$ cat config.mk
export PLATFORM = sky130hd
export DESIGN_NAME = range_prefix_cover
export DESIGN_NICKNAME = d
export VERILOG_FILES = /design/src/design/rpc_pkg.sv /design/src/design/range_prefix_cover.sv /design/src/design/rpc_fifo.sv /design/src/design/rpc_front.sv /design/src/design/rpc_walk.sv
export VERILOG_INCLUDE_DIRS = /design/src /design/src/design
export SDC_FILE = /design/constraint.sdc
export NUM_CORES = 2
export LEC_CHECK = 0
export BUFFER_PORTS_ARGS = -buffer_cell sky130_fd_sc_hd__buf_2
export CORE_MARGIN = 4
export CORE_UTILIZATION = 60
export DETAILED_ROUTE_END_ITERATION = 10
export MAX_ROUTING_LAYER = met4
export PLACE_DENSITY = 0.77
export SYNTH_ARGS = -nofsm -noshare
export SYNTH_HDL_FRONTEND = slang
export SYNTH_HIERARCHICAL = 1
export SYNTH_SLANG_ARGS = --single-unit
export TNS_END_PERCENT = 1
$ cat constraint.sdc
create_clock -name clk -period 16.3 [get_ports clk]
set_input_delay 1.63 -clock clk [delete_from_list [all_inputs] [get_ports clk]]
set_output_delay 1.63 -clock clk [all_outputs]
set_load 0.03 [all_outputs]
$ cat src/design/assert_macros.svh
// Assertion macros shared by the range prefix cover RTL.
// Expects signals named clk and rst in the module that uses them.
`ifndef ASSERT_MACROS_SVH
`define ASSERT_MACROS_SVH

// Check a property on every clock edge outside of reset.
`define RPC_ASSERT(lbl, prop, msg) \
  lbl: assert property (@(posedge clk) disable iff (rst) prop) else $error(msg);

// Check that a condition never holds outside of reset.
`define RPC_NEVER(lbl, cond, msg) \
  lbl: assert property (@(posedge clk) disable iff (rst) !(cond)) else $error(msg);

`endif

$ cat src/design/rpc_pkg.sv
// Shared types and constants of the range prefix cover block.
// No dependencies; imported by the front, walker and top level.
package rpc_pkg;

  localparam int VALUE_WIDTH_DEF = 32;
  localparam int FIELD_W         = 32;
  localparam int LEN_W           = 6;
  localparam int SPARS_W         = 4;
  localparam int CFG_W           = 32;
  localparam int CFG_IDX_W       = 1;
  localparam int MAX_PIECES      = 64;
  localparam int CNT_W           = 7;
  localparam int CMD_DEPTH       = 2;
  localparam int RES_DEPTH       = 2;

  typedef enum logic [1:0] {
    ERR_NONE   = 2'd0,
    ERR_ORDER  = 2'd1,
    ERR_DOMAIN = 2'd2
  } err_t;

  typedef enum logic [CFG_IDX_W-1:0] {
    REG_DOMAIN_MAX     = 1'b0,
    REG_LEVEL_SPARSITY = 1'b1
  } reg_idx_t;

  // Settings derived from the configuration registers
  typedef struct packed {
    logic [LEN_W-1:0]   max_len;
    logic [SPARS_W-1:0] sparsity;
  } cfg_t;

  typedef struct packed {
    logic [FIELD_W-1:0] value;
    logic [LEN_W-1:0]   length;
    err_t               err;
    logic               overflow;
    logic               last;
  } result_t;

  localparam int RESULT_W = $bits(result_t);

endpackage

$ cat src/design/range_prefix_cover.sv
// Top level of the range prefix cover block.
// Depends on rpc_pkg, rpc_front, rpc_fifo and rpc_walk.

// Splits each query range [range_low, range_high] into aligned binary prefix
// blocks, emitted in depth-first order, one result per block; the final result
// of a query has last set, and an invalid query yields a single result with an
// error code. Queries enter through a two-entry queue and results leave
// through another, so both sides may stall freely. One query is walked at a
// time: the walker spends a visit step on each tree node it visits and a
// separate pop step on each stack pop (the stack memory has a registered read
// port), plus fetch, setup and finish steps, and result stalls can hold it.
// Each emitted piece and each block that misses the range costs at most its
// split, its visit and its pop, and at most two blocks per tree level can
// miss; a query ends at the 64-piece limit. A domain_max write reaches the
// root depth in the cycle after it reaches the register, because the root
// depth is registered behind domain_max.
module range_prefix_cover #(
  parameter int VALUE_WIDTH = rpc_pkg::VALUE_WIDTH_DEF
) (
  input  logic                          clk,
  input  logic                          rst,
  input  logic                          push,
  output logic                          full,
  input  logic [rpc_pkg::FIELD_W-1:0]   range_low,
  input  logic [rpc_pkg::FIELD_W-1:0]   range_high,
  output logic                          empty,
  input  logic                          pop,
  output logic [rpc_pkg::FIELD_W-1:0]   prefix_value,
  output logic [rpc_pkg::LEN_W-1:0]     prefix_length,
  output logic [1:0]                    error_code,
  output logic                          overflow,
  output logic                          last,
  input  logic                          cfg_wr_en,
  input  logic [rpc_pkg::CFG_IDX_W-1:0] cfg_addr,
  input  logic [rpc_pkg::CFG_W-1:0]     cfg_wdata
);

  import rpc_pkg::*;

  localparam int DW    = (VALUE_WIDTH < FIELD_W) ? VALUE_WIDTH : FIELD_W;
  localparam int CMD_W = 2 * DW + 2;

  cfg_t             cfg;
  logic [CMD_W-1:0] cmd_in;
  logic [CMD_W-1:0] cmd_out;
  logic             cmd_empty;
  logic             cmd_pop;
  logic             res_full;
  logic             res_push;
  result_t          res_in;
  result_t          res_out;

  // Accept and classify queries
  rpc_front #(.VALUE_WIDTH(VALUE_WIDTH)) u_front (
    .clk        (clk),
    .rst        (rst),
    .cfg_wr_en  (cfg_wr_en),
    .cfg_addr   (cfg_addr),
    .cfg_wdata  (cfg_wdata),
    .range_low  (range_low),
    .range_high (range_high),
    .cfg        (cfg),
    .cmd_data   (cmd_in)
  );

  // Queue classified queries ahead of the walker
  rpc_fifo #(.WIDTH(CMD_W), .DEPTH(CMD_DEPTH)) u_cmd_q (
    .clk     (clk),
    .rst     (rst),
    .wr_en   (push),
    .wr_data (cmd_in),
    .full    (full),
    .rd_en   (cmd_pop),
    .rd_data (cmd_out),
    .empty   (cmd_empty)
  );

  // Walk the prefix tree
  rpc_walk #(.VALUE_WIDTH(VALUE_WIDTH)) u_walk (
    .clk       (clk),
    .rst       (rst),
    .cfg       (cfg),
    .cmd_data  (cmd_out),
    .cmd_empty (cmd_empty),
    .cmd_pop   (cmd_pop),
    .res_full  (res_full),
    .res_push  (res_push),
    .res_data  (res_in)
  );

  // Hold results until taken
  rpc_fifo #(.WIDTH(RESULT_W), .DEPTH(RES_DEPTH)) u_res_q (
    .clk     (clk),
    .rst     (rst),
    .wr_en   (res_push),
    .wr_data (res_in),
    .full    (res_full),
    .rd_en   (pop),
    .rd_data (res_out),
    .empty   (empty)
  );

  assign prefix_value  = res_out.value;
  assign prefix_length = res_out.length;
  assign error_code    = res_out.err;
  assign overflow      = res_out.overflow;
  assign last          = res_out.last;

endmodule

$ cat src/design/rpc_fifo.sv
// Small first-in first-out queue of registers, used between the stages.
// Depends on assert_macros.svh; DEPTH must be a power of two, at least 2.
`include "assert_macros.svh"

module rpc_fifo #(
  parameter int WIDTH = 8,
  parameter int DEPTH = 2
) (
  input  logic             clk,
  input  logic             rst,
  input  logic             wr_en,
  input  logic [WIDTH-1:0] wr_data,
  output logic             full,
  input  logic             rd_en,
  output logic [WIDTH-1:0] rd_data,
  output logic             empty
);

  localparam int PW = $clog2(DEPTH);
  localparam int CW = $clog2(DEPTH + 1);

  logic [WIDTH-1:0] mem [DEPTH];
  logic [PW-1:0]    wr_ptr;
  logic [PW-1:0]    rd_ptr;
  logic [CW-1:0]    count;
  logic             do_wr;
  logic             do_rd;

  assign full    = (count == CW'(DEPTH));
  assign empty   = (count == '0);
  assign do_wr   = wr_en && !full;
  assign do_rd   = rd_en && !empty;
  assign rd_data = mem[rd_ptr];

  // Store an accepted request
  always_ff @(posedge clk) begin
    if (do_wr) begin
      mem[wr_ptr] <= wr_data;
    end
  end

  // Advance pointers and occupancy
  always_ff @(posedge clk) begin
    if (rst) begin
      wr_ptr <= '0;
      rd_ptr <= '0;
      count  <= '0;
    end else begin
      if (do_wr) begin
        wr_ptr <= wr_ptr + PW'(1);
      end
      if (do_rd) begin
        rd_ptr <= rd_ptr + PW'(1);
      end
      if (do_wr && !do_rd) begin
        count <= count + CW'(1);
      end else if (do_rd && !do_wr) begin
        count <= count - CW'(1);
      end
    end
  end

  `RPC_NEVER(a_count_bound, (count > CW'(DEPTH)), "queue occupancy beyond depth")
  `RPC_ASSERT(a_ptr_gap, ((wr_ptr - rd_ptr) == PW'(count)), "queue pointers disagree with count")
  `RPC_ASSERT(a_full_hold, ((full && !rd_en) |=> full), "queue lost an entry while full")

endmodule

$ cat src/design/rpc_front.sv
// Front stage: configuration registers, root depth encoder and query check.
// Depends on rpc_pkg.
module rpc_front #(
  parameter int  VALUE_WIDTH = rpc_pkg::VALUE_WIDTH_DEF,
  localparam int DW          = (VALUE_WIDTH < rpc_pkg::FIELD_W) ? VALUE_WIDTH : rpc_pkg::FIELD_W
) (
  input  logic                          clk,
  input  logic                          rst,
  input  logic                          cfg_wr_en,
  input  logic [rpc_pkg::CFG_IDX_W-1:0] cfg_addr,
  input  logic [rpc_pkg::CFG_W-1:0]     cfg_wdata,
  input  logic [rpc_pkg::FIELD_W-1:0]   range_low,
  input  logic [rpc_pkg::FIELD_W-1:0]   range_high,
  output rpc_pkg::cfg_t                 cfg,
  output logic [2*DW+1:0]               cmd_data
);

  import rpc_pkg::*;

  localparam int NB = (DW + 7) / 8;

  logic [DW-1:0]      dmax;
  logic [SPARS_W-1:0] spars;
  logic [LEN_W-1:0]   max_len;
  logic [LEN_W-1:0]   blen;
  logic [NB*8-1:0]    dpad;
  logic [3:0]         byte_len [NB];
  logic [DW-1:0]      lo;
  logic [DW-1:0]      hi;
  err_t               err;

  // Write configuration registers
  always_ff @(posedge clk) begin
    if (rst) begin
      dmax  <= '1;
      spars <= SPARS_W'(1);
    end else if (cfg_wr_en) begin
      unique case (reg_idx_t'(cfg_addr))
        REG_DOMAIN_MAX:     dmax  <= cfg_wdata[DW-1:0];
        REG_LEVEL_SPARSITY: spars <= cfg_wdata[SPARS_W-1:0];
      endcase
    end
  end

  // Bit length of the domain maximum: per byte, then highest nonzero byte
  always_comb begin
    dpad = (NB*8)'(dmax);
    for (int b = 0; b < NB; b++) begin
      byte_len[b] = '0;
      for (int i = 0; i < 8; i++) begin
        if (dpad[b*8+i]) begin
          byte_len[b] = 4'(i + 1);
        end
      end
    end
    blen = '0;
    for (int b = 0; b < NB; b++) begin
      if (byte_len[b] != '0) begin
        blen = LEN_W'(b * 8) + LEN_W'(byte_len[b]);
      end
    end
  end

  // Register the root depth behind the domain maximum register
  always_ff @(posedge clk) begin
    if (rst) begin
      max_len <= LEN_W'(DW);
    end else begin
      max_len <= blen;
    end
  end

  assign cfg.max_len  = max_len;
  assign cfg.sparsity = (spars == '0) ? SPARS_W'(1) : spars;

  // Classify the query: order check first, then the domain bound
  assign lo = range_low[DW-1:0];
  assign hi = range_high[DW-1:0];

  always_comb begin
    if (lo > hi) begin
      err = ERR_ORDER;
    end else if (hi > dmax) begin
      err = ERR_DOMAIN;
    end else begin
      err = ERR_NONE;
    end
  end

  assign cmd_data = {lo, hi, err};

endmodule

$ cat src/design/rpc_walk.sv
// Back stage: depth-first prefix walk with a stack memory of right siblings.
// Depends on rpc_pkg and assert_macros.svh.
`include "assert_macros.svh"

module rpc_walk #(
  parameter int  VALUE_WIDTH = rpc_pkg::VALUE_WIDTH_DEF,
  localparam int DW          = (VALUE_WIDTH < rpc_pkg::FIELD_W) ? VALUE_WIDTH : rpc_pkg::FIELD_W
) (
  input  logic              clk,
  input  logic              rst,
  input  rpc_pkg::cfg_t     cfg,
  input  logic [2*DW+1:0]   cmd_data,
  input  logic              cmd_empty,
  output logic              cmd_pop,
  input  logic              res_full,
  output logic              res_push,
  output rpc_pkg::result_t  res_data
);

  import rpc_pkg::*;

  localparam int AW   = $clog2(DW);
  localparam int SP_W = $clog2(DW + 1);

  typedef enum logic [4:0] {
    S_IDLE   = 5'b00001,
    S_START  = 5'b00010,
    S_VISIT  = 5'b00100,
    S_POP    = 5'b01000,
    S_FINISH = 5'b10000
  } state_t;

  typedef struct packed {
    logic [DW-1:0]      start;
    logic [LEN_W-1:0]   bits;
    logic [SPARS_W-1:0] lmod;
  } entry_t;

  state_t             state;
  logic [DW-1:0]      lo;
  logic [DW-1:0]      hi;
  err_t               err;
  logic [DW-1:0]      cur_start;
  logic [LEN_W-1:0]   cur_bits;
  logic [SPARS_W-1:0] cur_mod;
  logic [SP_W-1:0]    sp;
  logic [SP_W-1:0]    sp_m1;
  logic [CNT_W-1:0]   count;
  result_t            held;
  logic               held_valid;
  logic               ovf;

  entry_t             stack_mem [DW];
  entry_t             rd_q;
  entry_t             stk_wdata;
  logic               stk_we;
  logic [AW-1:0]      rd_addr;

  logic [DW-1:0]      mask;
  logic [DW-1:0]      cur_end;
  logic               disjoint;
  logic               covered;
  logic               lvl_ok;
  logic               take;
  logic               descend;
  logic               at_limit;
  logic [LEN_W-1:0]   bits_m1;
  logic [SPARS_W-1:0] mod_inc;
  logic [SPARS_W-1:0] mod_n;
  result_t            piece;
  state_t             after;

  // Examine the current block
  assign mask     = ~({DW{1'b1}} << cur_bits);
  assign cur_end  = cur_start | mask;
  assign disjoint = (cur_end < lo) || (cur_start > hi);
  assign covered  = (cur_start >= lo) && (cur_end <= hi);
  assign lvl_ok   = (cur_bits == '0) || (cur_bits == cfg.max_len) || (cur_mod == '0);
  assign take     = !disjoint && covered && lvl_ok;
  assign descend  = !disjoint && !take && (cur_bits != '0);
  assign at_limit = (count == CNT_W'(MAX_PIECES));
  assign bits_m1  = cur_bits - LEN_W'(1);
  assign mod_inc  = cur_mod + SPARS_W'(1);
  assign mod_n    = (mod_inc == cfg.sparsity) ? '0 : mod_inc;
  assign after    = (sp == '0) ? S_FINISH : S_POP;

  assign piece.value    = FIELD_W'(cur_start >> cur_bits);
  assign piece.length   = cfg.max_len - cur_bits;
  assign piece.err      = ERR_NONE;
  assign piece.overflow = 1'b0;
  assign piece.last     = 1'b0;

  // Push the right sibling when splitting
  assign stk_we          = (state == S_VISIT) && descend;
  assign stk_wdata.start = cur_start | (DW'(1) << bits_m1);
  assign stk_wdata.bits  = bits_m1;
  assign stk_wdata.lmod  = mod_n;
  assign sp_m1           = sp - SP_W'(1);
  assign rd_addr         = sp_m1[AW-1:0];

  always_ff @(posedge clk) begin
    if (stk_we) begin
      stack_mem[sp[AW-1:0]] <= stk_wdata;
    end
    rd_q <= stack_mem[rd_addr];
  end

  assign cmd_pop = (state == S_IDLE) && !cmd_empty;

  // Drive result requests
  always_comb begin
    res_push = 1'b0;
    res_data = held;
    unique case (state)
      S_START: begin
        res_push = (err != ERR_NONE) && !res_full;
        res_data = '{value: '0, length: '0, err: err, overflow: 1'b0, last: 1'b1};
      end
      S_VISIT: begin
        res_push = take && !at_limit && held_valid && !res_full;
      end
      S_FINISH: begin
        res_push = !res_full;
        if (held_valid) begin
          res_data.overflow = ovf;
          res_data.last     = 1'b1;
        end else begin
          res_data = '{value: '0, length: '0, err: ERR_NONE, overflow: 1'b0, last: 1'b1};
        end
      end
      default: begin
        res_push = 1'b0;
      end
    endcase
  end

  // Sequence the walk
  always_ff @(posedge clk) begin
    if (rst) begin
      state      <= S_IDLE;
      sp         <= '0;
      count      <= '0;
      held_valid <= 1'b0;
      ovf        <= 1'b0;
    end else begin
      unique case (state)
        S_IDLE: begin
          if (!cmd_empty) begin
            lo    <= cmd_data[2*DW+1 -: DW];
            hi    <= cmd_data[DW+1 -: DW];
            err   <= err_t'(cmd_data[1:0]);
            state <= S_START;
          end
        end
        S_START: begin
          if (err != ERR_NONE) begin
            if (!res_full) begin
              state <= S_IDLE;
            end
          end else begin
            cur_start  <= '0;
            cur_bits   <= cfg.max_len;
            cur_mod    <= '0;
            sp         <= '0;
            count      <= '0;
            held_valid <= 1'b0;
            ovf        <= 1'b0;
            state      <= S_VISIT;
          end
        end
        S_VISIT: begin
          if (disjoint) begin
            state <= after;
          end else if (take) begin
            if (at_limit) begin
              ovf   <= 1'b1;
              state <= S_FINISH;
            end else if (!(held_valid && res_full)) begin
              held       <= piece;
              held_valid <= 1'b1;
              count      <= count + CNT_W'(1);
              state      <= after;
            end
          end else if (cur_bits == '0) begin
            state <= after;
          end else begin
            sp       <= sp + SP_W'(1);
            cur_bits <= bits_m1;
            cur_mod  <= mod_n;
          end
        end
        S_POP: begin
          cur_start <= rd_q.start;
          cur_bits  <= rd_q.bits;
          cur_mod   <= rd_q.lmod;
          sp        <= sp_m1;
          state     <= S_VISIT;
        end
        S_FINISH: begin
          if (!res_full) begin
            held_valid <= 1'b0;
            state      <= S_IDLE;
          end
        end
        default: begin
          state <= S_IDLE;
        end
      endcase
    end
  end

  `RPC_NEVER(a_sp_bound, (sp > SP_W'(DW)), "stack pointer beyond stack depth")
  `RPC_NEVER(a_count_bound, (count > CNT_W'(MAX_PIECES)), "piece count beyond limit")
  `RPC_ASSERT(a_push_room, (res_push |-> !res_full), "result pushed into a full queue")
  `RPC_ASSERT(a_idle_clean, ((state == S_IDLE) |-> !held_valid), "piece left over after query")

endmodule
**Word level (Yosys, flattened, before mapping)**

Memory sizes are Yosys's and may differ from the RTL's. A register that Yosys moved wholly into a read port is not among the register bits.
Index checks and enable logic that the tools add are counted.
W data, S select, Z words.

- Register bits after elaboration: 150
- Bits in writable memories: 1560
- Output and inout port bits: 44
- Logic and storage cells: 242
- Memories kept: 3

Memory list:

| memory | words | bits a word | read ports | clocked after Yosys merged registers in | write ports | RTL line | source |
|---|---|---|---|---|---|---|---|
| u_walk.stack_mem | 32 | 42 | 1 | 1 | 1 | rpc_walk.sv:53 | `entry_t stack_mem [DW];` |
| u_cmd_q.mem | 2 | 66 | 1 | 1 | 1 | rpc_fifo.sv:22 | `logic [WIDTH-1:0] mem [DEPTH];` |
| u_res_q.mem | 2 | 42 | 1 | 1 | 1 | rpc_fifo.sv:22 |  |

- Add/subtract/negate cells: 17
- Magnitude comparators: 6
- Equality and inequality tests: 22
- Shift-type cells: 3
- Multiplexer cells: 100
- Bitwise logic cells: 9
- Reductions and logical operators: 63

Operators by type and width:

| kind | number |
|---|---|
| $gt A32 B32 Y1 | 3 |
| $pmux W42 S2 | 1 |
| $mux W6 | 11 |
| $or A32 B32 Y32 | 2 |
| $pmux W32 S2 | 1 |
| $mux W3 | 16 |
| $mux W5 | 9 |
| $mux W4 | 11 |
| $mux W40 | 1 |
| $pmux W6 S3 | 2 |
| $mux W7 | 5 |
| $ge A32 B32 Y1 | 1 |
| $le A32 B32 Y1 | 1 |
| $lt A32 B32 Y1 | 1 |
| $mux W32 | 1 |
| $not A32 Y32 | 1 |
| $shl A1 B6 Y32 const A | 1 |
| $shl A32 B6 Y32 const A | 1 |
| $shr A32 B6 Y32 | 1 |
| $mux W2 | 15 |
| $pmux W5 S5 | 1 |
| $mux W1 | 21 |
| $logic_and A1 B1 Y1 | 20 |
| $reduce_and A6 Y1 | 3 |
| 41 further kinds | 90 |

**Longest topological paths before layout**

- Depth after elaboration: 17
- Gate-level depth with buffers: 24
- Depth with buffers taken out: 22

**Cells and area by module**

The synthesis kept the hierarchy.

By module, submodules not included:

| module | times used | cells an instance | area each (µm²) |
|---|---|---|---|
| rpc_walk | 1 | 3210 | 63717.4 |
| rpc_fifo (u_cmd_q) | 1 | 230 | 4987.3 |
| rpc_front | 1 | 471 | 3762.4 |
| rpc_fifo (u_res_q) | 1 | 156 | 3238.1 |

**Worst setup path before layout**

Ideal clock, no wire load.

- Path type: reg-to-reg
- From: register u_walk.cur_bits[0]
- To: register u_walk/held[10] (netlist name), enable pin
- Setup time: 489 ps
- Data arrival time: 7212 ps
- Slack: 8599 ps
- Stages on the path, launching flop included: 17
- Buffers on the path: 2
- Clock period less this slack: 7701 ps
- Cells stage by stage: edfxtp_1 -> clkbuf_1 -> buf_2 -> inv_1 -> ha_1 -> inv_1 -> ha_1 -> or3_1 -> ha_1 -> nand4_1 -> or3_1 -> or2_4 -> nor2b_2 -> o22ai_1 -> a311o_1 -> nor4_1 -> nor3b_1

- Cells in the longest elaborated chain, start to end: 9
- Elaborated cells on any way between the ends: 16
- Those cells by class: 2 x order compare; 1 x eq/ne; 1 x shift; 3 x bitwise; 9 x reduce/logical

RTL lines:

| element | RTL line | source |
|---|---|---|
| start, declared | rpc_walk.sv:44 | `logic [LEN_W-1:0] cur_bits;` |
| start signal, assigned | rpc_walk.sv:162 | `cur_bits <= cfg.max_len;` |
| start signal, assigned | rpc_walk.sv:188 | `cur_bits <= bits_m1;` |
| start signal, assigned | rpc_walk.sv:194 | `cur_bits <= rd_q.bits;` |
| $shl A32 B6 Y32 | rpc_walk.sv:74 | `assign mask = ~({DW{1'b1}} << cur_bits);` |
| $not A32 Y32 | rpc_walk.sv:74 |  |
| $or A32 B32 Y32 | rpc_walk.sv:75 | `assign cur_end = cur_start \| mask;` |
| $lt A32 B32 Y1 | rpc_walk.sv:76 | `assign disjoint = (cur_end < lo) \|\| (cur_start > hi);` |
| $logic_or A1 B1 Y1 | rpc_walk.sv:76 |  |
| $logic_not A1 Y1 | rpc_walk.sv:79 | `assign take = !disjoint && covered && lvl_ok;` |
| $logic_and A1 B1 Y1 (2 in a row) | rpc_walk.sv:79 |  |
| $reduce_and A6 Y1 (no source line) (*) | n/a |  |
| end signal, assigned | rpc_walk.sv:179 | `held <= piece;` |
| end, declared | rpc_walk.sv:49 | `result_t held;` |

Every way passes the cells marked *; elsewhere a longest branch is shown, timed or not.
A chain may end at the register's enable or synchronous reset.

**Final worst setup path**

- From: register u_walk.cur_bits[0]
- To: memory u_walk/stack_mem[14][14] (netlist name), enable pin

- Cells in the longest elaborated chain, start to end: 14
- Elaborated cells on any way between the ends: 21
- Those cells by class: 2 x order compare; 1 x eq/ne; 1 x shift; 2 x mux; 2 x bitwise; 13 x reduce/logical

RTL lines:

| element | RTL line | source |
|---|---|---|
| $shl A32 B6 Y32 | rpc_walk.sv:74 |  |
| $not A32 Y32 | rpc_walk.sv:74 |  |
| $or A32 B32 Y32 | rpc_walk.sv:75 |  |
| $lt A32 B32 Y1 | rpc_walk.sv:76 |  |
| $logic_or A1 B1 Y1 | rpc_walk.sv:76 |  |
| $logic_not A1 Y1 | rpc_walk.sv:79, rpc_walk.sv:80 |  |
| $logic_and A1 B1 Y1 (2 in a row) | rpc_walk.sv:79 |  |
| $logic_not A1 Y1 | rpc_walk.sv:80 | `assign descend = !disjoint && !take && (cur_bits != '0);` |
| $logic_and A1 B1 Y1 | rpc_walk.sv:80 |  |
| $logic_and A1 B1 Y1 (*) | rpc_walk.sv:80 |  |
| $logic_and A1 B1 Y1 (*) | rpc_walk.sv:94 | `assign stk_we = (state == S_VISIT) && descend;` |
| $mux W1 (*) | rpc_walk.sv:102 | `if (stk_we) begin` |
| $mux W1 (not written as such) (*) | rpc_walk.sv:103 | `stack_mem[sp[AW-1:0]] <= stk_wdata;` |
| end, declared | rpc_walk.sv:53 |  |

Marked as above.

==> results_dict.tcl <==
set metrics [dict create \
    finalClockSkew_ps 68.7 \
    wl_per_cell_um 30.8 \
    final_cell_mix "edfxtp_1, mux4_2, ha_1" \
    htree_num_levels 4 \
    seq_area_sq_um 53500 \
    power_frac_clock_pct 40.7 \
    synth_warnings 6 \
    grt_pass1_vias 40200 \
    hold_viol 0 \
    drive_above_1_share_pct 27.3 \
    synth_fp_nets 4384 \
    dp_cells 5718 \
    crit_path_max_incr_delay_ps 830 \
    area_growth_pct 11.7 \
    crit_type "register to register" \
    grt_pass1_wl_mm 275 \
    final_nets 4563 \
    p_int_w 0.00799 \
    end_kind "register" \
    muxShareOfSynthArea_pct 15.7 \
    maxCapViolCount 0 \
    cts_setup_buffers 0 \
    first_iter_violations 5249 \
    hpwlAfterDp_mm 111 \
    post-route-period-util_pct 42.0 \
    period_minus_slack_ps 6850 \
    r2r_slack_ps 9450 \
    r2r-start "u_walk/cur_bits[0]" \
    p_leak_nw 27.8 \
    drt-total-wl_mm 186 \
    cp_max_fo 37 \
    initial_core_util_pct 60.4 \
    hold_path.startpoint "u_walk/ovf" \
    cts_tree "yes" \
    ant_nets 0 \
    grt_antenna_before_repair 6 \
    ys_seq_area_share_pct 70.7 \
    synth_top_family_by_area "multiplexers" \
    grt_start_max_net_pins 140 \
    viasPerCell 6.58 \
    power_frac_comb_pct 8.1 \
    fp.dieArea_sq_um 132000 \
    hp-class "register to register" \
    dr.pass1.iters 6 \
    synthArstFlopShare_pct 0 \
    die_y_um 363 \
    ys_ff_latch 1820 \
    fin_ws_ps 9450 \
    worstPathRequired_ps 16740 \
    insertion_delay_ps 830 \
    row_count 130 \
    startpoint_type "register" \
    io_pins 146 \
    preCtsSetupSlack_ps 9590 \
    multiInputGateArea_sq_um 20900 \
    die_w_um 363 \
    cts.path.max_buffers 3 \
    synth.top_cell.area_share_pct 67.7 \
    fill_cells 7852 \
    cp_top_family "simple AND/OR/NAND/NOR gates" \
    grt_overflow_total 0 \
    yosysUniqueCellTypes 76 \
    switching_share_pct 23.1 \
    clock-sinks 1820 \
    p_switching_w 0.00239 \
    path_clk_slew_ps 60 \
    drc 0 \
    hold_path_depth 2 \
    final_common_cell "edfxtp_1" \
    cts_resized 0 \
    synth_edf_count 1706 \
    syn_area_per_cell_sq_um 18.6 \
    worst_pin_slew_ps 1360 \
    synthAdderAreaFrac_pct 3.56 \
    cts_buffers 176 \
    worstHoldEndpoint "u_walk/ovf" \
    vdd_ir_drop_max_v 0.000111 \
    ys_top_cells_by_area "edfxtp_1, mux4_2, ha_1, dfxtp_1, mux2_2" \
    fmax_mhz 146 \
    seqPwrFrac_pct 51.3 \
    synthXorXnorAreaFrac_pct 0.289 \
    rr_endpoint "u_walk/stack_mem[14][14]" \
    placed_cell_area_sq_um 78500 \
    status "complete, no violations" \
    cts_hold_buf 0 \
    synthesis.instances 4067 \
    crit_top_cell "ha_1" \
    synthesis.area_sq_um 75700 \
    relSlewSlack_pct 9.42 \
    fin_cells 6049 \
    core_sq_um 125000 \
    slew_violations 0 \
    grt_setup_unrepaired "false" \
    synth_flop_cell "edfxtp_1" \
    synth_compound_area_share_pct 3.48 \
    grt.total_usage_pct 29.6 \
    cts-root-buf "clkbuf_16" \
    p_per_area_nw_per_um2 123 \
    crit_slowest_cell "nor2_4" \
    gp_congestion 0.925 \
    final-setup-viol-count 0 \
    synth.largest_area_cell "edfxtp_1" \
    port_buffers 145 \
    final_area_sq_um 84600 \
    vias 39800 \
    cp.depth 14 \
    crit_chain "inv_1 -> ha_1 -> inv_1 -> ha_1 -> a311o_1 -> ha_1 -> nand4_1 -> nor4_1 -> a21oi_1 -> nand4b_1 -> nor2_1 -> nand2_1 -> nor2_4 -> buf_4" \
    setup_tns_ps 0 \
    synth-simple-area-share_pct 3.83 \
    power.total_w 0.0104 \
    crit_buf_inv 3 \
    r2r_cells 14 \
    arrival_ps 7280 \
]
[worst min-delay path: cells and delay by family, from the launching register on]
family	cells	cell delay [ps]
flip-flops	1	320
AND/OR/NAND/NOR	1	70
AO/OA/AOI/OAI	1	40
[layer usage]
metal	vias to the layer above	global-route usage (%)	wire length, um
li1	16600	-	-
met1	20500	38.4	68000
met2	2283	47.6	93400
met3	375	5.78	17400
met4	0	10.8	7580
met5	-	-	0
[Yosys cell counts (5+ instances only)]
library cell / instances
edfxtp_1: 1706
mux4_2: 447
ha_1: 214
nor2_1: 182
inv_1: 166
mux2_2: 154
nand2_1: 138
a21oi_1: 117
clkbuf_1: 116
dfxtp_1: 114
and2_1: 81
o21ai_0: 72
buf_4: 65
buf_1: 41
a211o_1: 38
nand4_1: 38
o21bai_1: 33
a211oi_1: 26
a21o_1: 25
nand3_1: 25
nor3_1: 23
nor2b_1: 20
or3_1: 18
nor4_1: 15
xnor2_1: 14
and3_1: 13
buf_2: 12
mux2i_1: 12
xor2_1: 11
a221oi_1: 9
a31oi_1: 8
or2_2: 8
a221o_1: 7
o211ai_1: 7
a311o_1: 5
and4_1: 5
buf_6: 5
or4_1: 5
[sequential cells by signal, indices dropped and copies added (netlist names), 5 cells and up, named ones only]
signal / count
u_res_q/mem: 84
u_walk/sp: 6
u_walk/held: 38
u_walk/lo: 32
u_walk/stack_mem: 1344
u_cmd_q/mem: 132
u_front/dmax: 32
u_walk/rd_q: 42
u_walk/cur_start: 32
u_walk/hi: 32
u_front/max_len: 6
u_walk/cur_bits: 6
u_walk/state: 5
u_walk/count: 7
[worst max-delay path by stage]
stage,startpoint,to,slack [ps]
floorplan,u_walk/cur_bits[0],u_walk/held[10],8600
global placement,u_walk/cur_bits[0],u_walk/stack_mem[14][10],9770
detailed placement,u_walk/cur_bits[0],u_res_q/mem[0][40],9590
CTS,u_walk/cur_bits[0],u_res_q/mem[0][5],9530
global route,u_walk/cur_bits[0],u_res_q/mem[0][4],8860
finish,u_walk/cur_bits[0],u_walk/stack_mem[14][14],9450
[power by group through the flow]
stage               clock [W]  sequential (W)  combinational, W
finish                0.00422         0.00532          0.000837
detailed placement          0         0.00542          0.000836
CTS                   0.00428         0.00532          0.000844
global placement            0         0.00542          0.000819
global route          0.00450         0.00533          0.000918
floorplan                   0         0.00539          0.000598
[metrics by stage]
stage / hold WS [ps] / utilization, %
2_1_floorplan: 427 / -
3_3_place_gp: 451 / 62.6
3_5_place_dp: 459 / 62.6
4_1_cts: 473 / 67.4
5_1_grt: 518 / 67.4
6_report: 466 / 67.4
[final cells by class]
cell class / count / share of cell area, %
sequential: 1820 / 63.3
multi-input combinational: 1840 / 24.7
clock buffer: 222 / 5.49
tap: 1650 / 2.44
timing repair buffer: 240 / 1.75
clock inverter: 107 / 1.64
inverter: 168 / 0.746
antenna: 2 / 0.00592
[logic make-up (layout without fill, tap and decap cells)]
logic type,after synthesis,after routing
xor+xnor,25,25
other cells,0,2
simple gates,591,591
buf+inv,407,737
fa+ha+maj,215,215
compound gates,396,396
flops,1820,1820
mux,613,613
(Power assumes the default switching activity.)
